File: src/sv/bbf_pkg.sv
`timescale 1ns / 1ps
// ----------------------------------------------------------------------------
// bbf_pkg: shared types and constants of the biquad filter section
// Sequencer states, datapath control codes and register indexes.
// ----------------------------------------------------------------------------
package bbf_pkg;

	localparam int DELAY_W   = 32;
	localparam int ACC_W     = 64;
	localparam int CFG_IDX_W = 3;

	localparam logic [CFG_IDX_W-1:0] REG_SECTION_GAIN  = 3'd0;
	localparam logic [CFG_IDX_W-1:0] REG_ZERO_COEF_ONE = 3'd1;
	localparam logic [CFG_IDX_W-1:0] REG_ZERO_COEF_TWO = 3'd2;
	localparam logic [CFG_IDX_W-1:0] REG_POLE_COEF_ONE = 3'd3;
	localparam logic [CFG_IDX_W-1:0] REG_POLE_COEF_TWO = 3'd4;

	localparam logic signed [ACC_W-1:0] DELAY_MAX = 64'sd2147483647;
	localparam logic signed [ACC_W-1:0] DELAY_MIN = -64'sd2147483648;

	typedef enum logic [3:0] {
		ST_IDLE,
		ST_MUL_P2,
		ST_ACC_P2,
		ST_ROUND_W,
		ST_MUL_G,
		ST_MUL_Z1,
		ST_MUL_Z2,
		ST_ACC_Z2,
		ST_ROUND_Y
	} bbf_state_t;

	typedef enum logic [2:0] {
		ACC_HOLD,
		ACC_LOAD,
		ACC_LOAD_PROD,
		ACC_ADD,
		ACC_SUB
	} acc_op_t;

	typedef enum logic [1:0] {
		OPA_S0,
		OPA_S1,
		OPA_W
	} opa_sel_t;

	typedef enum logic [2:0] {
		OPB_GAIN,
		OPB_Z1,
		OPB_Z2,
		OPB_P1,
		OPB_P2
	} opb_sel_t;

	typedef struct packed {
		logic    mul_en;
		acc_op_t acc_op;
	} mac_ctrl_t;

endpackage

File: src/sv/bbf_sample_in_if.sv
`timescale 1ns / 1ps
// ----------------------------------------------------------------------------
// bbf_sample_in_if: input sample channel
// Valid/ready channel carrying one signed sample per transfer.
// ----------------------------------------------------------------------------
interface bbf_sample_in_if #(
	parameter int SAMPLE_WIDTH = 24
);
	logic                           valid;
	logic                           ready;
	logic signed [SAMPLE_WIDTH-1:0] sample_in;

	modport source (output valid, output sample_in, input ready);
	modport sink   (input valid, input sample_in, output ready);
endinterface

File: src/sv/bbf_sample_out_if.sv
`timescale 1ns / 1ps
// ----------------------------------------------------------------------------
// bbf_sample_out_if: output sample channel
// Valid/ready channel carrying one filtered signed sample per transfer.
// ----------------------------------------------------------------------------
interface bbf_sample_out_if #(
	parameter int SAMPLE_WIDTH = 24
);
	logic                           valid;
	logic                           ready;
	logic signed [SAMPLE_WIDTH-1:0] sample_out;

	modport source (output valid, output sample_out, input ready);
	modport sink   (input valid, input sample_out, output ready);
endinterface

File: src/sv/bbf_cfg_if.sv
`timescale 1ns / 1ps
// ----------------------------------------------------------------------------
// bbf_cfg_if: coefficient write channel
// Valid/ready channel carrying a register index and write data.
// ----------------------------------------------------------------------------
interface bbf_cfg_if
	import bbf_pkg::*;
#(
	parameter int COEF_WIDTH = 24
);
	logic                  valid;
	logic                  ready;
	logic [CFG_IDX_W-1:0]  reg_index;
	logic [COEF_WIDTH-1:0] wr_data;

	modport source (output valid, output reg_index, output wr_data, input ready);
	modport sink   (input valid, input reg_index, input wr_data, output ready);
endinterface

File: src/sv/butterworth_biquad_filter.sv
`timescale 1ns / 1ps
// ----------------------------------------------------------------------------
// butterworth_biquad_filter: second-order IIR section, direct form II
// Filters signed samples with five Q3.20 coefficients using one shared
// multiplier and a saturating 64-bit accumulator.
// ----------------------------------------------------------------------------
// Usage:
//   src  - input samples; one transfer starts one filter step.
//   dst  - filtered samples; one transfer per input sample, in order.
//   cfg  - coefficient writes (0 gain, 1/2 zero coefs, 3/4 pole coefs);
//          always ready, indexes past the list are dropped. Write only
//          while the block is idle.
// Timing: src.ready is high only in the idle state. A sample is taken,
//   then eight sequencer steps follow (two feedback products, rescale of
//   w, three output products, rescale of y), all through the one
//   multiplier; dst.valid rises once the last step registers the result.
//   No new sample is taken until the sequencer is back in idle.
// Stall: the result sits in an output register; if the previous result
//   is still untaken when the next one finishes, hold in the last step
//   until dst.ready, then advance. Delays update only at that point.
// Reset: delays clear to zero, gain resets to 1.0, other coefs to zero,
//   the output register empties.
// ----------------------------------------------------------------------------
module butterworth_biquad_filter
	import bbf_pkg::*;
#(
	parameter int SAMPLE_WIDTH = 24,
	parameter int COEF_WIDTH   = 24
) (
	input  logic                  clk,
	input  logic                  arst_n,
	bbf_sample_in_if.sink         src,
	bbf_sample_out_if.source      dst,
	bbf_cfg_if.sink               cfg
);

	localparam int FRAC = COEF_WIDTH - 4;
	localparam logic signed [COEF_WIDTH-1:0] GAIN_ONE = COEF_WIDTH'(1) << FRAC;
	localparam logic signed [ACC_W-1:0] SMP_MAX = (ACC_W'(1) << (SAMPLE_WIDTH - 1)) - ACC_W'(1);
	localparam logic signed [ACC_W-1:0] SMP_MIN = -SMP_MAX - ACC_W'(1);

	// coefficient registers
	logic signed [COEF_WIDTH-1:0] section_gain_q;
	logic signed [COEF_WIDTH-1:0] zero_coef_one_q;
	logic signed [COEF_WIDTH-1:0] zero_coef_two_q;
	logic signed [COEF_WIDTH-1:0] pole_coef_one_q;
	logic signed [COEF_WIDTH-1:0] pole_coef_two_q;

	// filter state
	logic signed [DELAY_W-1:0]      delay_first_q;
	logic signed [DELAY_W-1:0]      delay_second_q;
	logic signed [DELAY_W-1:0]      w_q;
	logic signed [SAMPLE_WIDTH-1:0] out_q;
	logic                           out_valid_q;

	bbf_state_t state_q, state_d;

	// sequencer outputs
	mac_ctrl_t ctrl;
	opa_sel_t  opa_sel;
	opb_sel_t  opb_sel;
	logic      w_load;
	logic      y_fire;

	logic                         in_xfer;
	logic                         out_free;
	logic signed [DELAY_W-1:0]    opa;
	logic signed [COEF_WIDTH-1:0] opb;
	logic signed [ACC_W-1:0]      load_val;
	logic signed [ACC_W-1:0]      scaled;
	logic signed [DELAY_W-1:0]    w_sat;
	logic signed [SAMPLE_WIDTH-1:0] y_sat;

	assign src.ready = (state_q == ST_IDLE);
	assign in_xfer   = src.valid && src.ready;
	assign out_free  = !out_valid_q || dst.ready;
	assign cfg.ready = 1'b1;

	assign dst.valid      = out_valid_q;
	assign dst.sample_out = out_q;

	// ---------------------------------------------------------------- config
	always_ff @(posedge clk or negedge arst_n) begin
		if (!arst_n) begin
			section_gain_q  <= GAIN_ONE;
			zero_coef_one_q <= '0;
			zero_coef_two_q <= '0;
			pole_coef_one_q <= '0;
			pole_coef_two_q <= '0;
		end else if (cfg.valid && cfg.ready) begin
			unique case (cfg.reg_index)
				REG_SECTION_GAIN:  section_gain_q  <= signed'(cfg.wr_data);
				REG_ZERO_COEF_ONE: zero_coef_one_q <= signed'(cfg.wr_data);
				REG_ZERO_COEF_TWO: zero_coef_two_q <= signed'(cfg.wr_data);
				REG_POLE_COEF_ONE: pole_coef_one_q <= signed'(cfg.wr_data);
				REG_POLE_COEF_TWO: pole_coef_two_q <= signed'(cfg.wr_data);
				default: ; // drop writes past the register list
			endcase
		end
	end

	// ------------------------------------------------------------- sequencer
	always_ff @(posedge clk or negedge arst_n) begin
		if (!arst_n) begin
			state_q <= ST_IDLE;
		end else begin
			state_q <= state_d;
		end
	end

	always_comb begin
		state_d = state_q;
		unique case (state_q)
			ST_IDLE:    if (in_xfer) state_d = ST_MUL_P2;
			ST_MUL_P2:  state_d = ST_ACC_P2;
			ST_ACC_P2:  state_d = ST_ROUND_W;
			ST_ROUND_W: state_d = ST_MUL_G;
			ST_MUL_G:   state_d = ST_MUL_Z1;
			ST_MUL_Z1:  state_d = ST_MUL_Z2;
			ST_MUL_Z2:  state_d = ST_ACC_Z2;
			ST_ACC_Z2:  state_d = ST_ROUND_Y;
			ST_ROUND_Y: if (out_free) state_d = ST_IDLE;
			default:    state_d = ST_IDLE;
		endcase
	end

	// Products run one step ahead of the accumulator: the product taken in
	// one step is loaded, added or subtracted in the next.
	always_comb begin
		ctrl.mul_en = 1'b0;
		ctrl.acc_op = ACC_HOLD;
		opa_sel     = OPA_S0;
		opb_sel     = OPB_P1;
		w_load      = 1'b0;
		y_fire      = 1'b0;
		unique case (state_q)
			ST_IDLE: begin
				// load x aligned to product scale, start s0*p1
				if (in_xfer) begin
					ctrl.mul_en = 1'b1;
					ctrl.acc_op = ACC_LOAD;
				end
			end
			ST_MUL_P2: begin
				ctrl.mul_en = 1'b1;
				ctrl.acc_op = ACC_SUB;
				opa_sel     = OPA_S1;
				opb_sel     = OPB_P2;
			end
			ST_ACC_P2: begin
				ctrl.acc_op = ACC_SUB;
			end
			ST_ROUND_W: begin
				w_load = 1'b1;
			end
			ST_MUL_G: begin
				ctrl.mul_en = 1'b1;
				opa_sel     = OPA_W;
				opb_sel     = OPB_GAIN;
			end
			ST_MUL_Z1: begin
				ctrl.mul_en = 1'b1;
				ctrl.acc_op = ACC_LOAD_PROD;
				opa_sel     = OPA_S0;
				opb_sel     = OPB_Z1;
			end
			ST_MUL_Z2: begin
				ctrl.mul_en = 1'b1;
				ctrl.acc_op = ACC_ADD;
				opa_sel     = OPA_S1;
				opb_sel     = OPB_Z2;
			end
			ST_ACC_Z2: begin
				ctrl.acc_op = ACC_ADD;
			end
			ST_ROUND_Y: begin
				y_fire = out_free;
			end
			default: ;
		endcase
	end

	// ------------------------------------------------------ operand muxes
	always_comb begin
		unique case (opa_sel)
			OPA_S0:  opa = delay_first_q;
			OPA_S1:  opa = delay_second_q;
			OPA_W:   opa = w_q;
			default: opa = delay_first_q;
		endcase
	end

	always_comb begin
		unique case (opb_sel)
			OPB_GAIN: opb = section_gain_q;
			OPB_Z1:   opb = zero_coef_one_q;
			OPB_Z2:   opb = zero_coef_two_q;
			OPB_P1:   opb = pole_coef_one_q;
			OPB_P2:   opb = pole_coef_two_q;
			default:  opb = pole_coef_one_q;
		endcase
	end

	assign load_val = ACC_W'(src.sample_in) <<< FRAC;

	bbf_mac #(
		.COEF_WIDTH(COEF_WIDTH)
	) u_mac (
		.clk      (clk),
		.arst_n   (arst_n),
		.ctrl     (ctrl),
		.opa      (opa),
		.opb      (opb),
		.load_val (load_val),
		.scaled   (scaled)
	);

	// ------------------------------------------------------------ clamping
	always_comb begin
		if (scaled > DELAY_MAX) begin
			w_sat = DELAY_MAX[DELAY_W-1:0];
		end else if (scaled < DELAY_MIN) begin
			w_sat = DELAY_MIN[DELAY_W-1:0];
		end else begin
			w_sat = scaled[DELAY_W-1:0];
		end
	end

	always_comb begin
		if (scaled > SMP_MAX) begin
			y_sat = SMP_MAX[SAMPLE_WIDTH-1:0];
		end else if (scaled < SMP_MIN) begin
			y_sat = SMP_MIN[SAMPLE_WIDTH-1:0];
		end else begin
			y_sat = scaled[SAMPLE_WIDTH-1:0];
		end
	end

	always_ff @(posedge clk) begin
		if (w_load) begin
			w_q <= w_sat;
		end
		if (y_fire) begin
			out_q <= y_sat;
		end
	end

	// shift w into the delay pair once the result is out
	always_ff @(posedge clk or negedge arst_n) begin
		if (!arst_n) begin
			delay_first_q  <= '0;
			delay_second_q <= '0;
		end else if (y_fire) begin
			delay_second_q <= delay_first_q;
			delay_first_q  <= w_q;
		end
	end

	always_ff @(posedge clk or negedge arst_n) begin
		if (!arst_n) begin
			out_valid_q <= 1'b0;
		end else if (y_fire) begin
			out_valid_q <= 1'b1;
		end else if (dst.valid && dst.ready) begin
			out_valid_q <= 1'b0;
		end
	end

`ifndef NO_ASSERTIONS
	a_busy_after_accept: assert property (@(posedge clk) disable iff (!arst_n)
		in_xfer |=> !src.ready)
		else $error("input taken again right after a transfer");

	a_result_from_last_step: assert property (@(posedge clk) disable iff (!arst_n)
		$rose(dst.valid) |-> $past(state_q == ST_ROUND_Y))
		else $error("result raised outside the final step");

	a_delays_move_at_result: assert property (@(posedge clk) disable iff (!arst_n)
		!y_fire |=> $stable(delay_first_q) && $stable(delay_second_q))
		else $error("delay pair changed without a result");

	a_hold_on_stall: assert property (@(posedge clk) disable iff (!arst_n)
		(state_q == ST_ROUND_Y) && dst.valid && !dst.ready |=> state_q == ST_ROUND_Y)
		else $error("sequencer left final step while output stalled");
`endif

endmodule

File: src/sv/bbf_mac.sv
`timescale 1ns / 1ps
// ----------------------------------------------------------------------------
// bbf_mac: shared multiply and saturating accumulate unit
// One registered 32 x COEF multiplier feeding a 64-bit saturating
// accumulator, plus the round-half-up rescale of the accumulator.
// ----------------------------------------------------------------------------
module bbf_mac
	import bbf_pkg::*;
#(
	parameter int COEF_WIDTH = 24
) (
	input  logic                         clk,
	input  logic                         arst_n,
	input  mac_ctrl_t                    ctrl,
	input  logic signed [DELAY_W-1:0]    opa,
	input  logic signed [COEF_WIDTH-1:0] opb,
	input  logic signed [ACC_W-1:0]      load_val,
	output logic signed [ACC_W-1:0]      scaled
);

	localparam int FRAC   = COEF_WIDTH - 4;
	localparam int PROD_W = DELAY_W + COEF_WIDTH;
	localparam logic signed [ACC_W-1:0] HALF = ACC_W'(1) << (FRAC - 1);
	localparam logic signed [ACC_W-1:0] ACC_MAX = {1'b0, {(ACC_W-1){1'b1}}};
	localparam logic signed [ACC_W-1:0] ACC_MIN = {1'b1, {(ACC_W-1){1'b0}}};

	function automatic logic signed [ACC_W-1:0] sat_add(
		input logic signed [ACC_W-1:0] a,
		input logic signed [ACC_W-1:0] b
	);
		logic [ACC_W:0] s;
		s = {a[ACC_W-1], a} + {b[ACC_W-1], b};
		if (s[ACC_W] != s[ACC_W-1]) begin
			return s[ACC_W] ? ACC_MIN : ACC_MAX;
		end
		return signed'(s[ACC_W-1:0]);
	endfunction

	logic signed [PROD_W-1:0] prod_s1;
	logic signed [ACC_W-1:0]  prod_ext;
	logic signed [ACC_W-1:0]  acc_q;
	logic signed [ACC_W-1:0]  rounded;

	always_ff @(posedge clk or negedge arst_n) begin
		if (!arst_n) begin
			prod_s1 <= '0;
		end else if (ctrl.mul_en) begin
			prod_s1 <= opa * opb;
		end
	end

	assign prod_ext = ACC_W'(prod_s1);

	always_ff @(posedge clk or negedge arst_n) begin
		if (!arst_n) begin
			acc_q <= '0;
		end else begin
			case (ctrl.acc_op)
				ACC_LOAD:      acc_q <= load_val;
				ACC_LOAD_PROD: acc_q <= prod_ext;
				ACC_ADD:       acc_q <= sat_add(acc_q, prod_ext);
				ACC_SUB:       acc_q <= sat_add(acc_q, -prod_ext);
				default:       acc_q <= acc_q;
			endcase
		end
	end

	// round half up, then shift toward minus infinity
	assign rounded = sat_add(acc_q, HALF);
	assign scaled  = rounded >>> FRAC;

endmodule

File: src/flat_wrapper.sv
// flat-port wrapper written by rule: the top's interface ports become plain ports
module butterworth_biquad_filter_flat import bbf_pkg::*;
#(
	parameter int SAMPLE_WIDTH = 24,
	parameter int COEF_WIDTH   = 24
)
  (clk, arst_n, src_valid, src_sample_in, src_ready, dst_valid, dst_sample_out, dst_ready, cfg_valid, cfg_reg_index, cfg_wr_data, cfg_ready);
  bbf_sample_in_if #(.SAMPLE_WIDTH(SAMPLE_WIDTH)) src_i ();
  bbf_sample_out_if #(.SAMPLE_WIDTH(SAMPLE_WIDTH)) dst_i ();
  bbf_cfg_if #(.COEF_WIDTH(COEF_WIDTH)) cfg_i ();
  input  logic clk;
  input  logic arst_n;
  input wire logic [$bits(src_i.valid)-1:0] src_valid;
  input wire logic [$bits(src_i.sample_in)-1:0] src_sample_in;
  output wire logic [$bits(src_i.ready)-1:0] src_ready;
  output wire logic [$bits(dst_i.valid)-1:0] dst_valid;
  output wire logic [$bits(dst_i.sample_out)-1:0] dst_sample_out;
  input wire logic [$bits(dst_i.ready)-1:0] dst_ready;
  input wire logic [$bits(cfg_i.valid)-1:0] cfg_valid;
  input wire logic [$bits(cfg_i.reg_index)-1:0] cfg_reg_index;
  input wire logic [$bits(cfg_i.wr_data)-1:0] cfg_wr_data;
  output wire logic [$bits(cfg_i.ready)-1:0] cfg_ready;
  assign src_i.valid = src_valid;
  assign src_i.sample_in = src_sample_in;
  assign src_ready = src_i.ready;
  assign dst_valid = dst_i.valid;
  assign dst_sample_out = dst_i.sample_out;
  assign dst_i.ready = dst_ready;
  assign cfg_i.valid = cfg_valid;
  assign cfg_i.reg_index = cfg_reg_index;
  assign cfg_i.wr_data = cfg_wr_data;
  assign cfg_ready = cfg_i.ready;
  butterworth_biquad_filter #(.SAMPLE_WIDTH(SAMPLE_WIDTH), .COEF_WIDTH(COEF_WIDTH)) u_core (.clk(clk), .arst_n(arst_n), .src(src_i), .dst(dst_i), .cfg(cfg_i));
endmodule
File: config.mk
export PLATFORM = sky130hd
export DESIGN_NAME = butterworth_biquad_filter_flat
export DESIGN_NICKNAME = d
export VERILOG_FILES = /design/src/sv/bbf_pkg.sv /design/src/sv/bbf_sample_in_if.sv /design/src/sv/bbf_sample_out_if.sv /design/src/sv/bbf_cfg_if.sv /design/src/sv/butterworth_biquad_filter.sv /design/src/sv/bbf_mac.sv /design/src/flat_wrapper.sv
export SDC_FILE = /design/constraint.sdc
export NUM_CORES = 2
export LEC_CHECK = 0
export ABC_AREA = 1
export ABC_CLOCK_PERIOD_IN_PS = 10200
export BUFFER_PORTS_ARGS = -buffer_cell sky130_fd_sc_hd__buf_2
export CORE_MARGIN = 2
export CORE_UTILIZATION = 40
export DETAILED_ROUTE_END_ITERATION = 6
export GPL_ROUTABILITY_DRIVEN = 0
export GPL_TIMING_DRIVEN = 0
export PLACE_DENSITY_LB_ADDON = 0.2
export RECOVER_POWER = 50
export SLEW_MARGIN = 5
export SYNTH_ARGS = -nofsm -noshare
export SYNTH_HDL_FRONTEND = slang
export SYNTH_HIERARCHICAL = 1
export SYNTH_SLANG_ARGS = --single-unit
File: constraint.sdc
create_clock -name clk -period 10.2 [get_ports clk]
set_input_delay 2.04 -clock clk [delete_from_list [all_inputs] [get_ports clk]]
set_output_delay 2.04 -clock clk [all_outputs]
set_load 0.01 [all_outputs]
# [After elaboration in Yosys (flattened, before gate mapping)]
# Cells that the tools add are included.
[op_classes] n_addsub=4 n_mul=1 magnitude_cmp=4 n_eq_ne=26 mux=31 n_reduce_logical=19
[ops] operator="$mux 64" count=9
[ops] operator="$pmux 64 s4" count=1
[ops] operator="$pmux 24 s4" count=1
[ops] operator="$add 64x21->65 const B" count=1
[ops] operator="$add 64x56->65" count=1
[ops] operator="$add 64x64->65" count=1
[ops] operator="$neg 56->64" count=1
[ops] operator="$pmux 32 s2" count=1
[ops] operator="$mul 32x24->56" count=1
[ops] operator="$gt 44x24->1 const B" count=1
[ops] operator="$gt 44x32->1 const B" count=1
[ops] operator="$lt 44x24->1 const B" count=1
[ops] operator="$lt 44x32->1 const B" count=1
[ops] operator="$pmux 4 s9" count=1
[ops] operator="$mux 32" count=1
[ops] operator="$mux 24" count=1
[ops] operator="$pmux 3 s4" count=2
[ops] operator="$eq 4x3->1 const B" count=4
[ops] operator="$eq 3x2->1 const B" count=5
[ops] operator="$mux 4" count=3
[ops] operator="$reduce_and 2->1" count=6
[ops] operator="$eq 3x1->1 const B" count=3
[ops] operator="$eq 3x3->1 const B" count=3
[ops] operator="$mux 1" count=9
[ops] operator="other kinds (19)" count=26
[word_totals] reg_bits=365 in_bits=56 output_inout_bits=27 wordCells=98

# [Longest topological paths before layout]
[logic_depth] ltp_word=8 ltp_mapped=42 depth_no_buf=39

# [By module]
# The synthesis kept the hierarchy.
[by_module_without_submodules] mod="bbf_mac" instances=1 cells_each=7195 area_each_um2=47812.1 seq_area_each_um2=3002.9
[by_module_without_submodules] mod="butterworth_biquad_filter" instances=1 cells_each=1284 area_each_um2=11020.6 seq_area_each_um2=6412.4

# [Worst setup path before layout]
# OpenSTA, ideal clock, no wires.
[synth_path] path_kind="flip-flop to flip-flop" from="register u_core.state_q[2]" to="register u_core.u_mac.prod_s1[55]" setup_time_ps=136 arrival_time_ps=8863 required_time_ps=10064 path_slack_ps=1201 path_stages_with_launch=36 path_buffers=4 period_less_slack_ps=8999 cell_sequence="dfrtp_1 inv_1 nor2_8 nand3_1 clkbuf_2 nand2_1 ha_1 clkbuf_1 buf_1 a21oi_1 a22oi_1 clkbuf_1 nand2_1 inv_1 fa_1 fa_1 inv_1 fa_1 inv_1 fa_1 inv_1 fa_1 inv_1 fa_1 inv_1 fa_1 inv_1 ha_1 a21o_1 a31oi_1 nor2_1 a2111oi_0 nand3_1 or2_2 nand3_1 o21ai_0"
[synth_between] elab_chain_cells=6 word_cells_on_any_way=21 cone_classes="mul: 1; eq/ne: 9; mux: 6; reduce/logical: 5"
[synth_rtl] element="start, declared" line_no="butterworth_biquad_filter.sv:56" rtl="bbf_state_t state_q, state_d;"
[synth_rtl] element="start signal, assigned" line_no="butterworth_biquad_filter.sv:107" rtl="state_q <= state_d;"
[synth_rtl] element="$eq 4x1->1 or $eq 4x3->1 (tied branches)" line_no="butterworth_biquad_filter.sv:136" rtl="unique case (state_q)"
[synth_rtl] element="$reduce_or 2->1 (no source line)"
[synth_rtl] element="$pmux 2 s2 *" line_no="butterworth_biquad_filter.sv:136"
[synth_rtl] element="$eq 2x2->1 or $eq 2x1->1 (tied branches)" line_no="butterworth_biquad_filter.sv:185" rtl="unique case (opa_sel)"
[synth_rtl] element="$pmux 32 s2 *" line_no="butterworth_biquad_filter.sv:185"
[synth_rtl] element="net u_core.opa[31]" line_no="butterworth_biquad_filter.sv:67" rtl="logic signed [DELAY_W-1:0] opa;"
[synth_rtl] element="$mul 32x24->56 *" line_no="bbf_mac.sv:48" rtl="prod_s1 <= opa * opb;"
[synth_rtl] element="end signal, assigned" line_no="bbf_mac.sv:48"
[synth_rtl] element="end, declared" line_no="bbf_mac.sv:39" rtl="logic signed [PROD_W-1:0] prod_s1;"
# Mark *: on every way through the listed nets, which the timed path passes. The rest lies on a longest branch.
# A chain may end at the register's enable or synchronous reset.

# [Worst setup path after layout]
[layout_path] from="register u_core.state_q[3]" to="register u_core.u_mac.prod_s1[55]"
[layout_between] word_cells_on_any_way=21 cone_classes="mul: 1; eq/ne: 9; mux: 6; reduce/logical: 5"
[layout_lines] element="$eq 4x3->1 or $eq 4x1->1 (tied branches)" line_no="butterworth_biquad_filter.sv:136"
[layout_lines] element="$pmux 3 s4 *" line_no="butterworth_biquad_filter.sv:136"
[layout_lines] element="$eq 3x3->1 (tied with other cells)" line_no="butterworth_biquad_filter.sv:194" rtl="unique case (opb_sel)"
[layout_lines] element="$pmux 24 s4 *" line_no="butterworth_biquad_filter.sv:194"
[layout_lines] element="net u_core.opb[15]" line_no="butterworth_biquad_filter.sv:68" rtl="logic signed [COEF_WIDTH-1:0] opb;"
[layout_lines] element="$mul 32x24->56 *" line_no="bbf_mac.sv:48"
# Marks and branches as above.

==> reports/qor.yml <==
portBuffers: 81
die-area_mm2: 0.150
synth_top_area_share_pct: 26.7
drtPass1Iterations: 6
rows: 140
synth_top_family_by_area: "adder cells"
yosysTopAreaCell: "fa_1"
ys_top_cells_by_area: "fa_1, nand2_1, dfrtp_1"
drc: 0
die_h_um: 388
synth_edf_count: 56
critPathCaptureType: "flop"
setup_viol: 0
relSlewSlack_pct: -248
cp.required_ns: 10.68
layout_commonest_cell: "nand2_1"
nets: 9788
grt_max_degree: 114
yosysWarnings: 6
via_count: 56018
hpwlAfterDp_um: 199000
syn_area_per_cell_um2: 6.94
cpMostUsedCell: "fa_1"
tritoncts: "built"
synth_compound_area_share_pct: 7.52
clockBufferDepth: 3
fp.coreArea_mm2: 0.146
synth_area_mm2: 0.0588
ys_seq_area_share_pct: 16.0
cts_htree_levels: 2
synth_xor_xnor_area_share_pct: 2.13
cp_max_fo: 10
cpMaxStageDelayCell: "clkbuf_1"
clkTransAtPathRegs_ns: 0.06
start_util_pct: 40.3
status: "finished, violations left"
synth_mux_area_share_pct: 0
routedWlPerCell_um: 22.1
die_w_um: 388
synth-async-reset-ratio_pct: 84.7
synthAdderAreaFrac_pct: 32.7
hold_class: "flop to flop"
antenna_found_initial: 5
cts_root_buffer: "clkbuf_16"
tightest_slew_ns: 5.22
clock.fmax_mhz: 100
viasPerCell: 5.27
finalCriticalPeriod_ns: 10.0
ios: 83
max-cap-violations: 4
grt_pass1_vias: 55538
track_usage_pct: 31.5
grt_pass1_wl_um: 352000
syn_to_final_growth_pct: 8.71
cts_buffers: 46
hold_viol: 0
arrival_ns: 10.48
ant_nets: 0
wirelength_um: 235000
drv_slew: 347
finClkSkew_ns: 0.0323
cts.sinks: 365
synth_cell_types: 56
cpPeakStageDelay_ns: 0.84
fin_crit_sh_pct: 98.0
mostFrequentLayoutCells: "nand2_1, inv_1, fa_1"
insertion_delay_ns: 0.64
synthSimpleGateAreaFrac_pct: 26.4
worst-setup-path-type: "flop to flop"
drtIter0Drc: 6146
violations: "max-capacitance violations, max-slew violations"
overflow: 0
synthFlopType: "dfrtp_1"
syn-instance-count: 8479
fin_setup_tns_ns: 0
start_kind: "flop"
drive_above_1_share_pct: 6.70
ys_ff_latch: 365
## sequential cells by signal, summed over array words and instances, names as in the netlist
name and cells:
u_core/delay_first_q 32, u_core/delay_second_q 32, u_core/dst.sample_out 24, u_core/dst.valid 1
u_core/pole_coef_one_q 24, u_core/pole_coef_two_q 24, u_core/section_gain_q 24, u_core/state_q 4
u_core/u_mac/acc_q 64, u_core/u_mac/prod_s1 56, u_core/w_q 32, u_core/zero_coef_one_q 24
u_core/zero_coef_two_q 24
## synth_stat cells, types with 7 or more instances
master,count
o21bai_1,56
o21ai_0,409
nor3_1,56
xnor2_1,39
nand3_1,422
a21oi_2,9
nor2_4,8
buf_4,54
o21ai_1,12
nor2_1,543
buf_2,85
a22oi_1,32
buf_1,11
edfxtp_1,56
buf_6,9
or2_2,27
nand4_1,78
a21boi_0,7
dfrtp_1,308
nand2_1,2581
ha_1,281
inv_1,1873
nor2_2,18
a21oi_1,231
inv_2,45
nor4_1,30
a21o_1,15
fa_1,785
a31oi_1,9
xor2_1,104
clkbuf_1,212
nand2_2,19
## area by class of cell
cell class | count | area [um^2]
tap | 1917 | 2400
antenna | 2 | 5.00
timing repair buffer | 123 | 766
sequential | 365 | 9420
multi-input combinational | 5840 | 40700
fill | 15274 | 82000
inverter | 1920 | 7210
clock buffer | 61 | 1270
clock inverter | 23 | 300
buffer | 370 | 1850
## worst paths after layout
| kind | startpoint | to | slack, ns | cells past startpoint |
|---|---|---|---|---|
| setup / recovery | u_core/state_q[3] | u_core/u_mac/prod_s1[55] | 0.20 | 33 |
| hold / removal | u_core/zero_coef_one_q[0] | u_core/zero_coef_one_q[0] | 0.48 | 2 |
| setup reg to reg | u_core/state_q[3] | u_core/u_mac/prod_s1[55] | 0.20 | 33 |
| hold reg to reg | u_core/zero_coef_one_q[0] | u_core/zero_coef_one_q[0] | 0.48 | 2 |
| max in group asynchronous | arst_n | u_core/delay_first_q[20] | 1.97 | 2 |
| min in group asynchronous | arst_n | u_core/u_mac/acc_q[8] | 3.29 | 1 |
## timing repair
item	CTS	global route
buffers inserted	23	11
hold buffers	0	0
pin swaps	9	7
resized for setup	86	60
setup endpoints to repair	42	30
## cell families after synthesis
| logic type | after synthesis |
|---|---|
| other | 2 |
| adders and majority gates | 1066 |
| AOI/OAI and AO/OA | 802 |
| DFF | 365 |
| and+or+nand+nor | 3808 |
| xor gates and xnor gates | 143 |
| buffers and inverters | 2293 |
## worst max-delay path: cells and delay by family, from the launching register on
kind	cells	cell delay (ns)
fa+ha+maj	8	4.32
simple gates	12	2.44
buf+inv	9	1.83
compound gates	4	0.87
flops	1	0.35
## metrics by stage
stage	cells	hold WS, ns	setup slack [ns]	cell area, um^2	util (%)
final	10621	0.485	0.200	64000	43.8
after global placement	10496	0.465	-2.39	61700	42.3
after CTS	10609	0.488	-0.0125	63800	43.8
after detailed placement	10504	0.473	-1.61	61800	42.4
after global routing	10619	0.506	-0.0201	64000	43.8
after floorplan	8498	0.453	1.20	58900	-
## layer usage
metal  track usage, %  wire length, um
met1             40.6            91700
met5                0               51
met2             48.4           101000
met4             19.8            18800
met3             6.38            23200
Power is not shown: default switching activity piles up to over one toggle a cycle in this logic, so the estimate is an artifact.
